--- config.mk ---
export PLATFORM = sky130hd
export DESIGN_NAME = modbus_rtu_frame_timing_fsm_top
export DESIGN_NICKNAME = d
export VERILOG_FILES = /design/src/rtl/mbrtu_pkg.sv /design/src/rtl/modbus_rtu_frame_timing_fsm_top.sv
export SDC_FILE = /design/constraint.sdc
export NUM_CORES = 1
export LEC_CHECK = 0
export BUFFER_PORTS_ARGS = -buffer_cell sky130_fd_sc_hd__buf_2
export CAP_MARGIN = 10
export CORE_MARGIN = 2
export CORE_UTILIZATION = 25
export DETAILED_ROUTE_END_ITERATION = 7
export GPL_ROUTABILITY_DRIVEN = 1
export HOLD_SLACK_MARGIN = 0.08
export PLACE_DENSITY = 0.49
export REMOVE_ABC_BUFFERS = 1
export SLEW_MARGIN = 5
export SYNTH_ARGS = -nofsm -noshare
export SYNTH_HDL_FRONTEND = slang
export SYNTH_SLANG_ARGS = --single-unit
--- constraint.sdc ---
create_clock -name clk -period 3.4 [get_ports clk]
set_clock_uncertainty 0.05 [all_clocks]
set_input_delay 0.17 -clock clk [delete_from_list [all_inputs] [get_ports clk]]
set_output_delay 0.17 -clock clk [all_outputs]
set_load 0.05 [all_outputs]
--- src/rtl/mbrtu_pkg.sv ---
// Package for the Modbus RTU frame timing controller: item types, codes and constants.
package mbrtu_pkg;

  // Default largest frame in bytes.
  localparam int FRAME_MAX_DEF = 256;

  // Reset values of the configuration registers.
  localparam logic [15:0] FRAME_GAP_RST = 16'd75;
  localparam logic [15:0] CHAR_GAP_RST  = 16'd15;

  // Configuration register indexes.
  localparam logic REG_FRAME_GAP = 1'b0;
  localparam logic REG_CHAR_GAP  = 1'b1;

  // Controller states.
  typedef enum logic [2:0] {
    ST_INITIAL    = 3'd0,
    ST_READY      = 3'd1,
    ST_RECEPTION  = 3'd2,
    ST_PROCESSING = 3'd3,
    ST_EMISSION   = 3'd4
  } state_t;

  // Event kinds of an input item.
  typedef enum logic [1:0] {
    EV_CHAR   = 2'd0,
    EV_TICK   = 2'd1,
    EV_TXREQ  = 2'd2,
    EV_TXDONE = 2'd3
  } event_t;

  // Result kinds.
  typedef enum logic [1:0] {
    K_BYTE    = 2'd0,
    K_END     = 2'd1,
    K_TX      = 2'd2,
    K_RELEASE = 2'd3
  } kind_t;

  // Input item.
  typedef struct packed {
    logic [1:0] func;
    logic [7:0] rx_byte;
    logic [8:0] tx_length;
  } ev_item_t;

  // Result item.
  typedef struct packed {
    logic [1:0] out_kind;
    logic [7:0] out_byte;
    logic [8:0] out_count;
    logic       overflow;
    logic [2:0] fsm_now;
  } res_item_t;

endpackage

--- src/rtl/modbus_rtu_frame_timing_fsm_top.sv ---
// Modbus RTU frame timing controller: state machine, silence timer and byte count.
//
// Usage:
//   The ev channel carries one event per item: a received character, a timer
//   tick, a transmit request or a transmit-done. The res channel returns at most
//   one result per event: a frame byte with its index, a frame end with the
//   length, a transmit start, or a response release.
//   The state is updated in the cycle an item is accepted and its result, if
//   any, appears on res in the next cycle; an item can be accepted every cycle
//   while res is not stalled, so throughput is one item per cycle. Results pass
//   through the single result register between the state update and res.
//   Events that produce no result leave res untouched.
//   When res is stalled, ev_ready drops only while a result is held and not
//   being taken; the held result stays unchanged until taken.
//   Reset puts the controller in the initial wait with the silence timer at
//   the frame gap, clears the count and the overflow flag, and restores the
//   frame gap (75) and char gap (15) registers. The user must write registers
//   via cfg_we, cfg_index and cfg_wdata while the controller is idle (unenforced).
module modbus_rtu_frame_timing_fsm_top #(
  parameter int FRAME_MAX = mbrtu_pkg::FRAME_MAX_DEF
) (
  input  logic                 clk,
  input  logic                 rst,
  input  logic                 ev_valid,
  output logic                 ev_ready,
  input  mbrtu_pkg::ev_item_t  ev,
  output logic                 res_valid,
  input  logic                 res_ready,
  output mbrtu_pkg::res_item_t res,
  input  logic                 cfg_we,
  input  logic                 cfg_index,
  input  logic [15:0]          cfg_wdata
);
  import mbrtu_pkg::*;

  localparam logic [8:0] FrameMax = 9'(FRAME_MAX);

  logic [15:0] frame_gap;
  logic [15:0] char_gap;
  state_t      state;
  state_t      state_next;
  logic [15:0] gap_timer;
  logic [15:0] gap_timer_next;
  logic [8:0]  byte_count;
  logic [8:0]  byte_count_next;
  logic        overflowed;
  logic        overflowed_next;
  logic        hit;
  kind_t       hit_kind;
  logic [7:0]  hit_byte;
  logic [8:0]  hit_count;
  logic        hit_ovf;
  logic        ev_fire;
  logic        expired;
  logic [15:0] proc_wait;

  assign ev_ready = !res_valid || res_ready;
  assign ev_fire  = ev_valid && ev_ready;

  // Configuration registers.
  always_ff @(posedge clk) begin
    if (rst) begin
      frame_gap <= FRAME_GAP_RST;
      char_gap  <= CHAR_GAP_RST;
    end else if (cfg_we) begin
      case (cfg_index)
        REG_FRAME_GAP: frame_gap <= cfg_wdata;
        REG_CHAR_GAP:  char_gap  <= cfg_wdata;
        default:       frame_gap <= frame_gap;
      endcase
    end
  end

  // A tick expires the timer when one or zero ticks remain.
  assign expired   = (gap_timer <= 16'd1);
  // Processing wait is the frame gap less the char gap, floored at zero.
  assign proc_wait = (frame_gap > char_gap) ? (frame_gap - char_gap) : 16'd0;

  // Next state and result for the event on ev.
  always_comb begin
    state_next      = state;
    gap_timer_next  = gap_timer;
    byte_count_next = byte_count;
    overflowed_next = overflowed;
    hit             = 1'b0;
    hit_kind        = K_BYTE;
    hit_byte        = 8'd0;
    hit_count       = 9'd0;
    hit_ovf         = 1'b0;
    case (state)
      ST_READY: begin
        if (ev.func == EV_CHAR) begin
          state_next      = ST_RECEPTION;
          gap_timer_next  = frame_gap;
          overflowed_next = 1'b0;
          byte_count_next = 9'd1;
          hit             = 1'b1;
          hit_kind        = K_BYTE;
          hit_byte        = ev.rx_byte;
        end else if (ev.func == EV_TXREQ) begin
          if (ev.tx_length != 9'd0) begin
            state_next = ST_EMISSION;
            hit        = 1'b1;
            hit_kind   = K_TX;
            hit_count  = ev.tx_length;
          end
        end else if (ev.func == EV_TXDONE) begin
          state_next     = ST_INITIAL;
          gap_timer_next = frame_gap;
        end
      end
      ST_RECEPTION: begin
        if (ev.func == EV_CHAR) begin
          // Bytes beyond the frame limit are dropped but still reload the timer.
          if (byte_count < FrameMax) begin
            hit             = 1'b1;
            hit_kind        = K_BYTE;
            hit_byte        = ev.rx_byte;
            hit_count       = byte_count;
            byte_count_next = byte_count + 9'd1;
          end else begin
            overflowed_next = 1'b1;
          end
          gap_timer_next = frame_gap;
        end else if (ev.func == EV_TICK) begin
          if (expired) begin
            gap_timer_next = proc_wait;
            state_next     = ST_PROCESSING;
            hit            = 1'b1;
            hit_kind       = K_END;
            hit_count      = byte_count;
            hit_ovf        = overflowed;
          end else begin
            gap_timer_next = gap_timer - 16'd1;
          end
        end else begin
          state_next     = ST_INITIAL;
          gap_timer_next = frame_gap;
        end
      end
      ST_PROCESSING: begin
        if (ev.func == EV_TICK) begin
          if (expired) begin
            gap_timer_next = 16'd0;
            state_next     = ST_READY;
            hit            = 1'b1;
            hit_kind       = K_RELEASE;
            hit_count      = byte_count;
            hit_ovf        = overflowed;
          end else begin
            gap_timer_next = gap_timer - 16'd1;
          end
        end else begin
          state_next     = ST_INITIAL;
          gap_timer_next = frame_gap;
        end
      end
      ST_EMISSION: begin
        if (ev.func == EV_TXDONE) begin
          state_next     = ST_INITIAL;
          gap_timer_next = frame_gap;
        end
      end
      default: begin
        // Initial wait: any non-tick event restarts it.
        if (ev.func == EV_TICK) begin
          if (expired) begin
            gap_timer_next = 16'd0;
            state_next     = ST_READY;
          end else begin
            gap_timer_next = gap_timer - 16'd1;
            state_next     = ST_INITIAL;
          end
        end else begin
          state_next     = ST_INITIAL;
          gap_timer_next = frame_gap;
        end
      end
    endcase
  end

  // State register; it advances only on an accepted item.
  always_ff @(posedge clk) begin
    if (rst) begin
      state      <= ST_INITIAL;
      gap_timer  <= FRAME_GAP_RST;
      byte_count <= 9'd0;
      overflowed <= 1'b0;
    end else if (ev_fire) begin
      state      <= state_next;
      gap_timer  <= gap_timer_next;
      byte_count <= byte_count_next;
      overflowed <= overflowed_next;
    end
  end

  // Result register valid flag.
  always_ff @(posedge clk) begin
    if (rst) begin
      res_valid <= 1'b0;
    end else if (ev_fire) begin
      res_valid <= hit;
    end else if (res_ready) begin
      res_valid <= 1'b0;
    end
  end

  // Result payload, loaded only when a new result is produced.
  always_ff @(posedge clk) begin
    if (ev_fire && hit) begin
      res.out_kind  <= hit_kind;
      res.out_byte  <= hit_byte;
      res.out_count <= hit_count;
      res.overflow  <= hit_ovf;
      res.fsm_now   <= state_next;
    end
  end

`ifndef SYNTHESIS
  // A character in ready opens a frame with a count of one.
  a_frame_open: assert property (@(posedge clk) disable iff (rst)
    ev_fire && state == ST_READY && ev.func == EV_CHAR
    |=> state == ST_RECEPTION && byte_count == 9'd1 && !overflowed)
    else $error("frame did not open on first character");

  // The byte count never passes the frame limit.
  a_count_limit: assert property (@(posedge clk) disable iff (rst)
    byte_count <= FrameMax)
    else $error("byte count beyond frame limit");

  // Overflow is only raised while receiving.
  a_ovf_source: assert property (@(posedge clk) disable iff (rst)
    $rose(overflowed) |-> $past(state) == ST_RECEPTION)
    else $error("overflow raised outside reception");

  // Frame byte and transmit results never carry the overflow flag.
  a_ovf_kind: assert property (@(posedge clk) disable iff (rst)
    res_valid && (res.out_kind == K_BYTE || res.out_kind == K_TX) |-> !res.overflow)
    else $error("overflow flag on byte or transmit result");

  // A release result always lands the controller in ready.
  a_release_ready: assert property (@(posedge clk) disable iff (rst)
    ev_fire && hit && hit_kind == K_RELEASE |=> state == ST_READY)
    else $error("release did not return to ready");
`endif

endmodule

==> results of run 1 <==
-- metrics by stage --
step | power [uW] | utilization [%] | instance area [um2] | hold slack (ns)
after detailed placement | 1490 | 28.6 | 6040 | 0.360
after global placement | 1500 | 28.6 | 6040 | 0.352
after global routing | 2740 | 31.6 | 6670 | 0.0904
final | 2610 | 31.6 | 6670 | 0.102
after floorplan | 1350 | - | 5200 | 0.189
after CTS | 2650 | 31.6 | 6660 | 0.0811
-- layer usage --
layer / vias to the layer above / global-route usage [%] / share of wire (%)
met4: 0 / 4.81 / 1.6
li1: 2587 / - / -
met1: 2336 / 21.4 / 50
met5: - / 0 / 0
met3: 17 / 2.62 / 6.4
met2: 163 / 22.1 / 42
-- power by group through the flow --
| stage | registers [uW] | clock network [uW] | logic [uW] |
|---|---|---|---|
| after CTS | 1090 | 1150 | 408 |
| after global placement | 1110 | 0 | 385 |
| final | 1090 | 1110 | 409 |
| after floorplan | 1100 | 0 | 250 |
| after detailed placement | 1110 | 0 | 379 |
| after global routing | 1090 | 1190 | 457 |
-- final cells by class --
type	count	area [um2]
clock inverters	7	103
flip-flops and latches	85	1930
repair buffers	115	788
clock buffers	9	225
well taps	275	344
inverters	29	109
multi-input cells	502	3160
fillers	2279	14400
-- critical path: cells and delay by family (launching register included) --
| family | cells | cell delay [ns] |
|---|---|---|
| fa+ha+maj | 2 | 0.63 |
| compound gates | 6 | 1.39 |
| buf+inv | 2 | 0.31 |
| flops | 1 | 0.33 |
| simple gates | 1 | 0.18 |
-- logic make-up (layout without fill, tap and decap cells) --
family	Yosys count	after routing
mux	5	5
simple gates	241	241
fa+ha+maj	20	20
compound gates	214	214
xor+xnor	22	22
flops	85	85
buf+inv	70	160
-- registers in the layout, indices dropped and copies added, names as in the netlist --
signal      flops
res            23
char_gap       16
frame_gap      16
gap_timer      16
byte_count      9
state           3
overflowed      1
res_valid       1
-- cell usage in the layout, fill, tap and decap left out, drive strengths merged, types with 4 or more instances in the layout --
master        n
nor3         16
a211oi        7
nor3b         4
nand4         9
nand2        96
inv          32
or3           5
dfxtp        62
xor2         12
ha           19
buf          85
nor4         12
a221oi       10
a21o          8
and2         12
nand2b        8
dlygate4sd3  30
o21a          6
o31ai         6
and3          4
clkbuf        9
a22o         11
xnor2        10
edfxtp       23
nor2         48
o21ai        39
a21oi        65
or4           4
a22oi         7
o211ai       11
or2           4
nand3        13
-- how the worst max path moves through the flow --
stage / start / depth (start not counted) / slack, ns / end
2_1_floorplan: frame_gap[0] / 10 / 0.26 / gap_timer[9]
3_3_place_gp: frame_gap[0] / 11 / 0.49 / gap_timer[9]
3_5_place_dp: frame_gap[0] / 11 / 0.43 / gap_timer[9]
4_1_cts: frame_gap[0] / 11 / 0.36 / gap_timer[9]
5_1_grt: frame_gap[0] / 11 / 0.13 / gap_timer[9]
6_report: frame_gap[0] / 11 / 0.39 / gap_timer[9]
==> flow_summary_export.csv, run 1 <==
group,metric,value,unit
outcome,status,"completed",
worst_hold_path,hold_end,"res[12]",
worst_setup_path,rrSetupSlack,0.39,ns
global_route,antenna_found_initial,0,
clock_network,post-cts-setup-buffers,0,
route,drtAntennaViolNets,0,
global_route,track_usage,14.8,%
clock_network,cts_tree,"done",
finish,area_growth,23.5,%
yosys,synth_most_common_cell,"nand2_1",
sta,period_needed,3.01,ns
yosys,synth_simple_gate_area_share,22.5,%
placed_design,place_congestion,0.831,
sta,setup_ws,0.387,ns
placed_design,dp_cells,976,
clock_network,post_cts_resized,0,
clock_network,ctsLongestPathBuffers,2,
yosys,yosysTopAreaCell,"dfxtp_1",
clock_network,cts_hold_repair.buffers,29,
power_and_ir_drop,intPower,1880,uW
finish,final_layout_size_suffix_gt1_share,15.9,%
global_route,grt_pass1_wl,26.3,mm
power_and_ir_drop,switchingPower,727,uW
yosys,synth_compound_area_share,26.8,%
power_and_ir_drop,ir_drop,0.294,mV
sta,final_hold_viol_count,0,
finish,antenna_cells,0,
sta,setup_tns,0,ns
worst_setup_path,startpoint_type,"flip-flop",
worst_hold_path,hold_depth,2,
yosys,yosysUniqueCellTypes,73,
worst_setup_path,reg2reg_to,"gap_timer[9]",
route,drt_iter0_markers,344,
yosys,netlist_instances,657,
route,firstDrtPassIters,6,
worst_hold_path,holdCritStartpoint,"ev[8]",
worst_setup_path,path_class,"reg -> reg",
clock_network,root_buffer,"clkbuf_16",
sta,period_share,88.6,%
sta,rsz0062_at_grt,"no",
yosys,synth_top_family_by_area,"compound AO/OA/AOI/OAI gates",
placed_design,pre_cts_ws,0.430,ns
clock_network,clock_latency,0.36,ns
worst_setup_path,r2r_start,"frame_gap[0]",
yosys,ys_warn_count,0,
yosys,synth_fa_ha_area_share,4.78,%
worst_setup_path,critPathSlowestCell,"fa_1",
power_and_ir_drop,switching_share,27.8,%
clock_network,htree_num_levels,3,
die,die_w,151,um
power_and_ir_drop,power_density,392,nW/um2
yosys,synthXorXnorAreaFrac,3.57,%
yosys,async_flop_share,0,%
global_route,grt_overflow_total,0,
die,fp.dieH,151,um
placed_design,numPortBuffers,65,
route,routed_wl,16.4,mm
sta,slew_headroom,52.6,%
yosys,yosysSeqAreaShare,35.8,%
yosys,synth-edff-count,23,
worst_hold_path,min_path_type,"in -> reg",
die,boundaryPins,66,
yosys,synth_seq_cells,85,
die,rows,53,
sta,tightest_slew,0.705,ns
global_route,grt_max_degree,37,
die,start_util,25.6,%
worst_setup_path,worst_r2r_path_depth,11,
route,drc,0,
route,via_per_inst,4.99,
worst_setup_path,worstPathArrival,3.20,ns
placed_design,dp_hpwl,12.0,mm
sta,slew_violations,0,
yosys,muxShareOfSynthArea,0.974,%
finish,final_nets,803,
worst_setup_path,cp.required,3.59,ns
yosys,syn_area,5400,um2
yosys,avgSynthCellArea,8.21,um2
die,core_area,21100,um2
yosys,synth_top_area_share,23.0,%
clock_network,numCtsBuffers,9,
yosys,synth_area_leaders,"dfxtp_1 (23%), edfxtp_1 (13%), nand2_1 (6.7%), a21oi_1 (6.0%), ha_1 (4.4%)",
worst_setup_path,cp_max_fo,11,
run,maxCapViolations,0,
power_and_ir_drop,p_comb_share,15.7,%
finish,final_cells,1022,
power_and_ir_drop,p_leak,0.00259,uW
clock_network,path_clk_slew,0.07,ns
die,die-area,22800,um2
sta,setup_viol,0,
power_and_ir_drop,pwr-share-clk,42.6,%
yosys,synth_common_cells,"nand2_1 (96), a21oi_1 (65), dfxtp_1 (62)",
worst_setup_path,critPathMaxStageDelay,0.40,ns
route,dr_total_vias,5103,
clock_network,clkSinkCount,85,
power_and_ir_drop,seq_power_share,41.8,%
route,wl_per_cell,16.1,um
yosys,synth_flop_cell,"dfxtp_1",
global_route,grt_pass1_vias,4830,
sta,fmax,0.332,GHz
worst_setup_path,crit_chain,"inv_1 -> ha_1 -> fa_1 -> nand2b_1 -> a211oi_1 -> o311ai_1 -> a2111oi_2 -> buf_4 -> a32o_1 -> a221oi_1 -> a2111oi_1",
worst_setup_path,end_kind,"flip-flop",
Power figures use the tool's default switching activity.
==> run 2: changes to the inputs <==
Settings changed: CELL_PAD_IN_SITES_DETAIL_PLACEMENT from default to 2, CELL_PAD_IN_SITES_GLOBAL_PLACEMENT from default to 2, GPL_ROUTABILITY_DRIVEN 1 to default, PLACE_DENSITY 0.49 to 0.69.
==> run 2 against run 1 <==
Compared with the run above:
- non-clock buffer count shrank 5
- utilization shrank 0.23 points
- sequential power is essentially flat
- final area shrank 0.71%
- combinational power grew 4%
- critical path depth is the same
==> flow_summary_export.csv, run 2 (same netlist as run 1, synthesis figures left out) <==
group,metric,value,unit
outcome,status,"completed",
die,start_util,25.6,%
clock_network,clock_latency,0.36,ns
die,die-area,22800,um2
sta,setup_viol,0,
sta,tightest_slew,0.789,ns
worst_setup_path,cp_max_fo,11,
global_route,antenna_found_initial,0,
run,maxCapViolations,0,
clock_network,root_buffer,"clkbuf_16",
worst_setup_path,end_kind,"flip-flop",
sta,slew_violations,0,
die,rows,53,
worst_setup_path,startpoint_type,"flip-flop",
sta,period_share,88.0,%
global_route,grt_max_degree,37,
route,dr_total_vias,5394,
power_and_ir_drop,p_leak,0.00257,uW
finish,final_layout_size_suffix_gt1_share,15.9,%
route,drtAntennaViolNets,0,
finish,antenna_cells,0,
clock_network,post-cts-setup-buffers,0,
worst_setup_path,worstPathArrival,3.19,ns
power_and_ir_drop,intPower,1880,uW
die,core_area,21100,um2
power_and_ir_drop,seq_power_share,41.2,%
global_route,grt_pass1_wl,32.2,mm
clock_network,path_clk_slew,0.07,ns
power_and_ir_drop,power_density,400,nW/um2
route,routed_wl,20.2,mm
placed_design,numPortBuffers,65,
worst_setup_path,cp.required,3.60,ns
sta,period_needed,2.99,ns
sta,setup_tns,0,ns
global_route,grt_overflow_total,0,
sta,final_hold_viol_count,0,
finish,final_cells,1017,
clock_network,clkSinkCount,85,
power_and_ir_drop,p_comb_share,16.1,%
clock_network,post_cts_resized,0,
clock_network,cts_hold_repair.buffers,26,
clock_network,htree_num_levels,3,
finish,final_common_cell,"nand2_1",
route,firstDrtPassIters,4,
finish,mostFrequentLayoutCells,"nand2_1 (96), a21oi_1 (65), buf_2 (65)",
die,boundaryPins,66,
finish,largest_register,"res",
power_and_ir_drop,switching_share,28.9,%
die,die_w,151,um
route,drc,0,
placed_design,place_congestion,0.846,
sta,slew_headroom,47.4,%
route,top_layer_used,"met4",
route,met2_length,10.0,mm
finish,largest_register_ffs,23,
route,via_per_inst,5.30,
placed_design,dp_hpwl,15.1,mm
finish,area_growth,22.6,%
power_and_ir_drop,ir_drop,0.227,mV
global_route,track_usage,18.3,%
worst_hold_path,min_path_type,"in -> reg",
clock_network,ctsLongestPathBuffers,2,
route,met1Wirelength,9.24,mm
clock_network,numCtsBuffers,9,
placed_design,dp_cells,975,
route,drt_iter0_markers,193,
power_and_ir_drop,pwr-share-clk,42.7,%
power_and_ir_drop,switchingPower,765,uW
clock_network,cts_tree,"done",
global_route,grt_pass1_vias,5827,
finish,final_nets,798,
finish,fin_util,31.4,%
route,wl_per_cell,19.8,um
route,route.met3.wl,699,um
die,fp.dieH,151,um
sta,rsz0062_at_grt,"no",
sta,fmax,0.334,GHz
power_and_ir_drop,power,2650,uW
worst_setup_path,path_class,"reg -> reg",
==> run 2: worst max-delay path: stages (launching register included) <==
cell and delay, ns:
dfxtp_1 0.34, inv_1 0.08, ha_1 0.23, fa_1 0.40, nand2b_1 0.19, a211oi_1 0.29, o311ai_1 0.19, a2111oi_2 0.32
buf_4 0.24, a32o_1 0.17, a221oi_1 0.09, a2111oi_1 0.32
==> run 2: power groups by stage <==
stage	clock network (uW)	registers, uW	logic (uW)
2_1_floorplan	0	1100	250
3_3_place_gp	0	1110	384
3_5_place_dp	0	1110	399
4_1_cts	1160	1090	426
5_1_grt	1200	1100	472
6_report	1130	1090	425
==> run 2: layout make-up <==
type | count | area [um2]
Timing Repair Buffer | 110 | 741
Fill cell | 2453 | 14500
Tap cell | 275 | 344
Clock inverter | 7 | 103
Inverter | 29 | 109
Sequential cell | 85 | 1930
Clock buffer | 9 | 225
Multi-Input combinational cell | 502 | 3160
==> run 2: path summary, 6_finish.rpt <==
check                     from      endpoint  slack (ns)  cells after the start
hold reg to reg     overflowed    overflowed        0.41                      2
hold / removal           ev[8]       res[12]        0.09                      2
setup / recovery  frame_gap[0]  gap_timer[9]        0.41                     11
setup reg to reg  frame_gap[0]  gap_timer[9]        0.41                     11
==> run 2: per-layer routing <==
metal	GRT usage [%]	up-vias
li1	-	2578
met1	22.4	2682
met2	33.6	117
met3	3.07	17
met4	3.64	0
met5	0	-
==> run 2: metrics by stage <==
step,instance area [um2],hold slack [ns],setup WS (ns)
floorplan,5200,0.189,0.260
global placement,6030,0.350,0.490
detailed placement,6030,0.358,0.397
CTS,6620,0.0837,0.367
global route,6620,0.0914,0.0470
finish,6620,0.0902,0.407
==> run 3: changes to the inputs <==
Settings changed: RECOVER_POWER from default to 50.
==> run 3 against run 2 <==
Compared with the run above:
- utilization decreased by 0.23 points
- register-to-register slack is essentially flat
- via count decreased by 0.67%
- critical path depth unchanged
- die area unchanged
- power fell by 0.28%
- fmax barely moved
- sequential power about the same
- cell count stayed put
- critical path type unchanged
- critical endpoint unchanged
==> flow_summary_export.csv, run 3 (same netlist as run 1, synthesis figures left out) <==
group,metric,value,unit
outcome,status,"completed",
route,routed_wl,20.3,mm
clock_network,path_clk_slew,0.07,ns
finish,mostFrequentLayoutCells,"nand2_1 (96), a21oi_1 (65), dfxtp_1 (62)",
die,die-area,22800,um2
route,wl_per_cell,19.9,um
route,firstDrtPassIters,5,
sta,setup_tns,0,ns
route,via_per_inst,5.27,
finish,area_growth,21.7,%
sta,final_hold_viol_count,0,
clock_network,root_buffer,"clkbuf_16",
finish,fin_util,31.1,%
placed_design,place_congestion,0.846,
sta,tightest_slew,1.14,ns
power_and_ir_drop,switching_share,28.8,%
power_and_ir_drop,pwr-share-clk,42.5,%
die,die_w,151,um
global_route,grt_max_degree,37,
die,boundaryPins,66,
worst_setup_path,cp_max_fo,11,
clock_network,htree_num_levels,3,
worst_hold_path,hold_depth,2,
sta,rsz0062_at_grt,"no",
finish,antenna_cells,0,
die,fp.dieH,151,um
placed_design,numPortBuffers,65,
power_and_ir_drop,switchingPower,759,uW
clock_network,numCtsBuffers,9,
power_and_ir_drop,p_leak,0.00246,uW
run,maxCapViolations,0,
die,core_area,21100,um2
route,dr_total_vias,5358,
global_route,grt_overflow_total,0,
worst_setup_path,cp.required,3.60,ns
worst_setup_path,worstPathArrival,3.19,ns
clock_network,clock_latency,0.36,ns
power_and_ir_drop,ir_drop,0.226,mV
worst_setup_path,end_kind,"flip-flop",
route,drtAntennaViolNets,0,
power_and_ir_drop,intPower,1880,uW
sta,holdWs,0.0922,ns
finish,final_layout_size_suffix_gt1_share,12.0,%
sta,slew_headroom,24.2,%
finish,final_common_cell,"nand2_1",
clock_network,post-cts-setup-buffers,0,
die,start_util,25.6,%
finish,largest_register_ffs,23,
worst_setup_path,startpoint_type,"flip-flop",
route,drt_iter0_markers,243,
clock_network,post_cts_resized,0,
sta,fmax,0.334,GHz
sta,setup_viol,0,
global_route,grt_pass1_vias,5827,
global_route,track_usage,18.3,%
worst_setup_path,worst_r2r_path_depth,11,
global_route,antenna_found_initial,0,
clock_network,clkSinkCount,85,
finish,final_nets,798,
global_route,grt_pass1_wl,32.2,mm
clock_network,ctsLongestPathBuffers,2,
placed_design,pre_cts_ws,0.397,ns
placed_design,dp_hpwl,15.1,mm
die,rows,53,
power_and_ir_drop,seq_power_share,41.4,%
sta,slew_violations,0,
clock_network,cts_tree,"done",
sta,period_needed,2.99,ns
sta,period_share,88.1,%
route,drc,0,
sta,setup_ws,0.406,ns
finish,largest_register,"res",
worst_setup_path,path_class,"reg -> reg",
power_and_ir_drop,p_comb_share,16.1,%
power_and_ir_drop,power_density,402,nW/um2
worst_hold_path,min_path_type,"in -> reg",
run 3: changes by cell type in the layout (fill, tap and decap cells not counted), sizes merged:
cell / change
buf: -28
clkbuf: +28
run 3: timing repair:
| item | 4_1_cts | 5_1_grt |
|---|---|---|
| endpoints found under the setup margin | 0 | 0 |
| hold buffers | 26 | 0 |
| hold endpoints to repair | 42 | 0 |
run 3: layout make-up:
type                       instances  area, um2
sequential                        85       1930
clock inverter                     7        103
timing repair buffer             110        703
inverter                          29        109
multi-input combinational        502       3150
fill                            2462      14500
clock buffer                       9        225
tap                              275        344
run 3: through the flow:
step	cells	total power, uW	cell area, um2
floorplan	616	1350	5200
global placement	975	1500	6030
detailed placement	975	1510	6030
CTS	1017	2670	6620
global route	1017	2760	6570
finish	1017	2640	6570
run 3: power groups by stage:
stage	Sequential, uW	Combinational [uW]	Clock, uW
after floorplan	1100	250	0
after global placement	1110	384	0
after detailed placement	1110	399	0
after CTS	1090	426	1160
after global routing	1100	471	1200
final	1090	425	1120
run 3: final timing paths:
path	slack, ns	end	start
hold reg to reg	0.41	overflowed	overflowed
setup / recovery	0.41	gap_timer[9]	frame_gap[0]
setup reg to reg	0.41	gap_timer[9]	frame_gap[0]
hold / removal	0.09	res[12]	ev[8]
run 3: worst max-delay path: stages, from the launching register on:
cell	delay (ns)
dfxtp_1	0.34
inv_1	0.08
ha_1	0.23
fa_1	0.40
nand2b_1	0.18
a211oi_1	0.29
o311ai_1	0.19
a2111oi_2	0.32
buf_4	0.24
a32o_1	0.17
a221oi_1	0.08
a2111oi_1	0.31
run 3: per-layer routing:
| layer | routed length [um] | track usage, % | vias to the layer above |
|---|---|---|---|
| li1 | - | - | 2574 |
| met1 | 9120 | 22.4 | 2648 |
| met5 | 0 | 0 | - |
| met4 | 228 | 3.64 | 0 |
| met2 | 10100 | 33.6 | 119 |
| met3 | 852 | 3.07 | 17 |
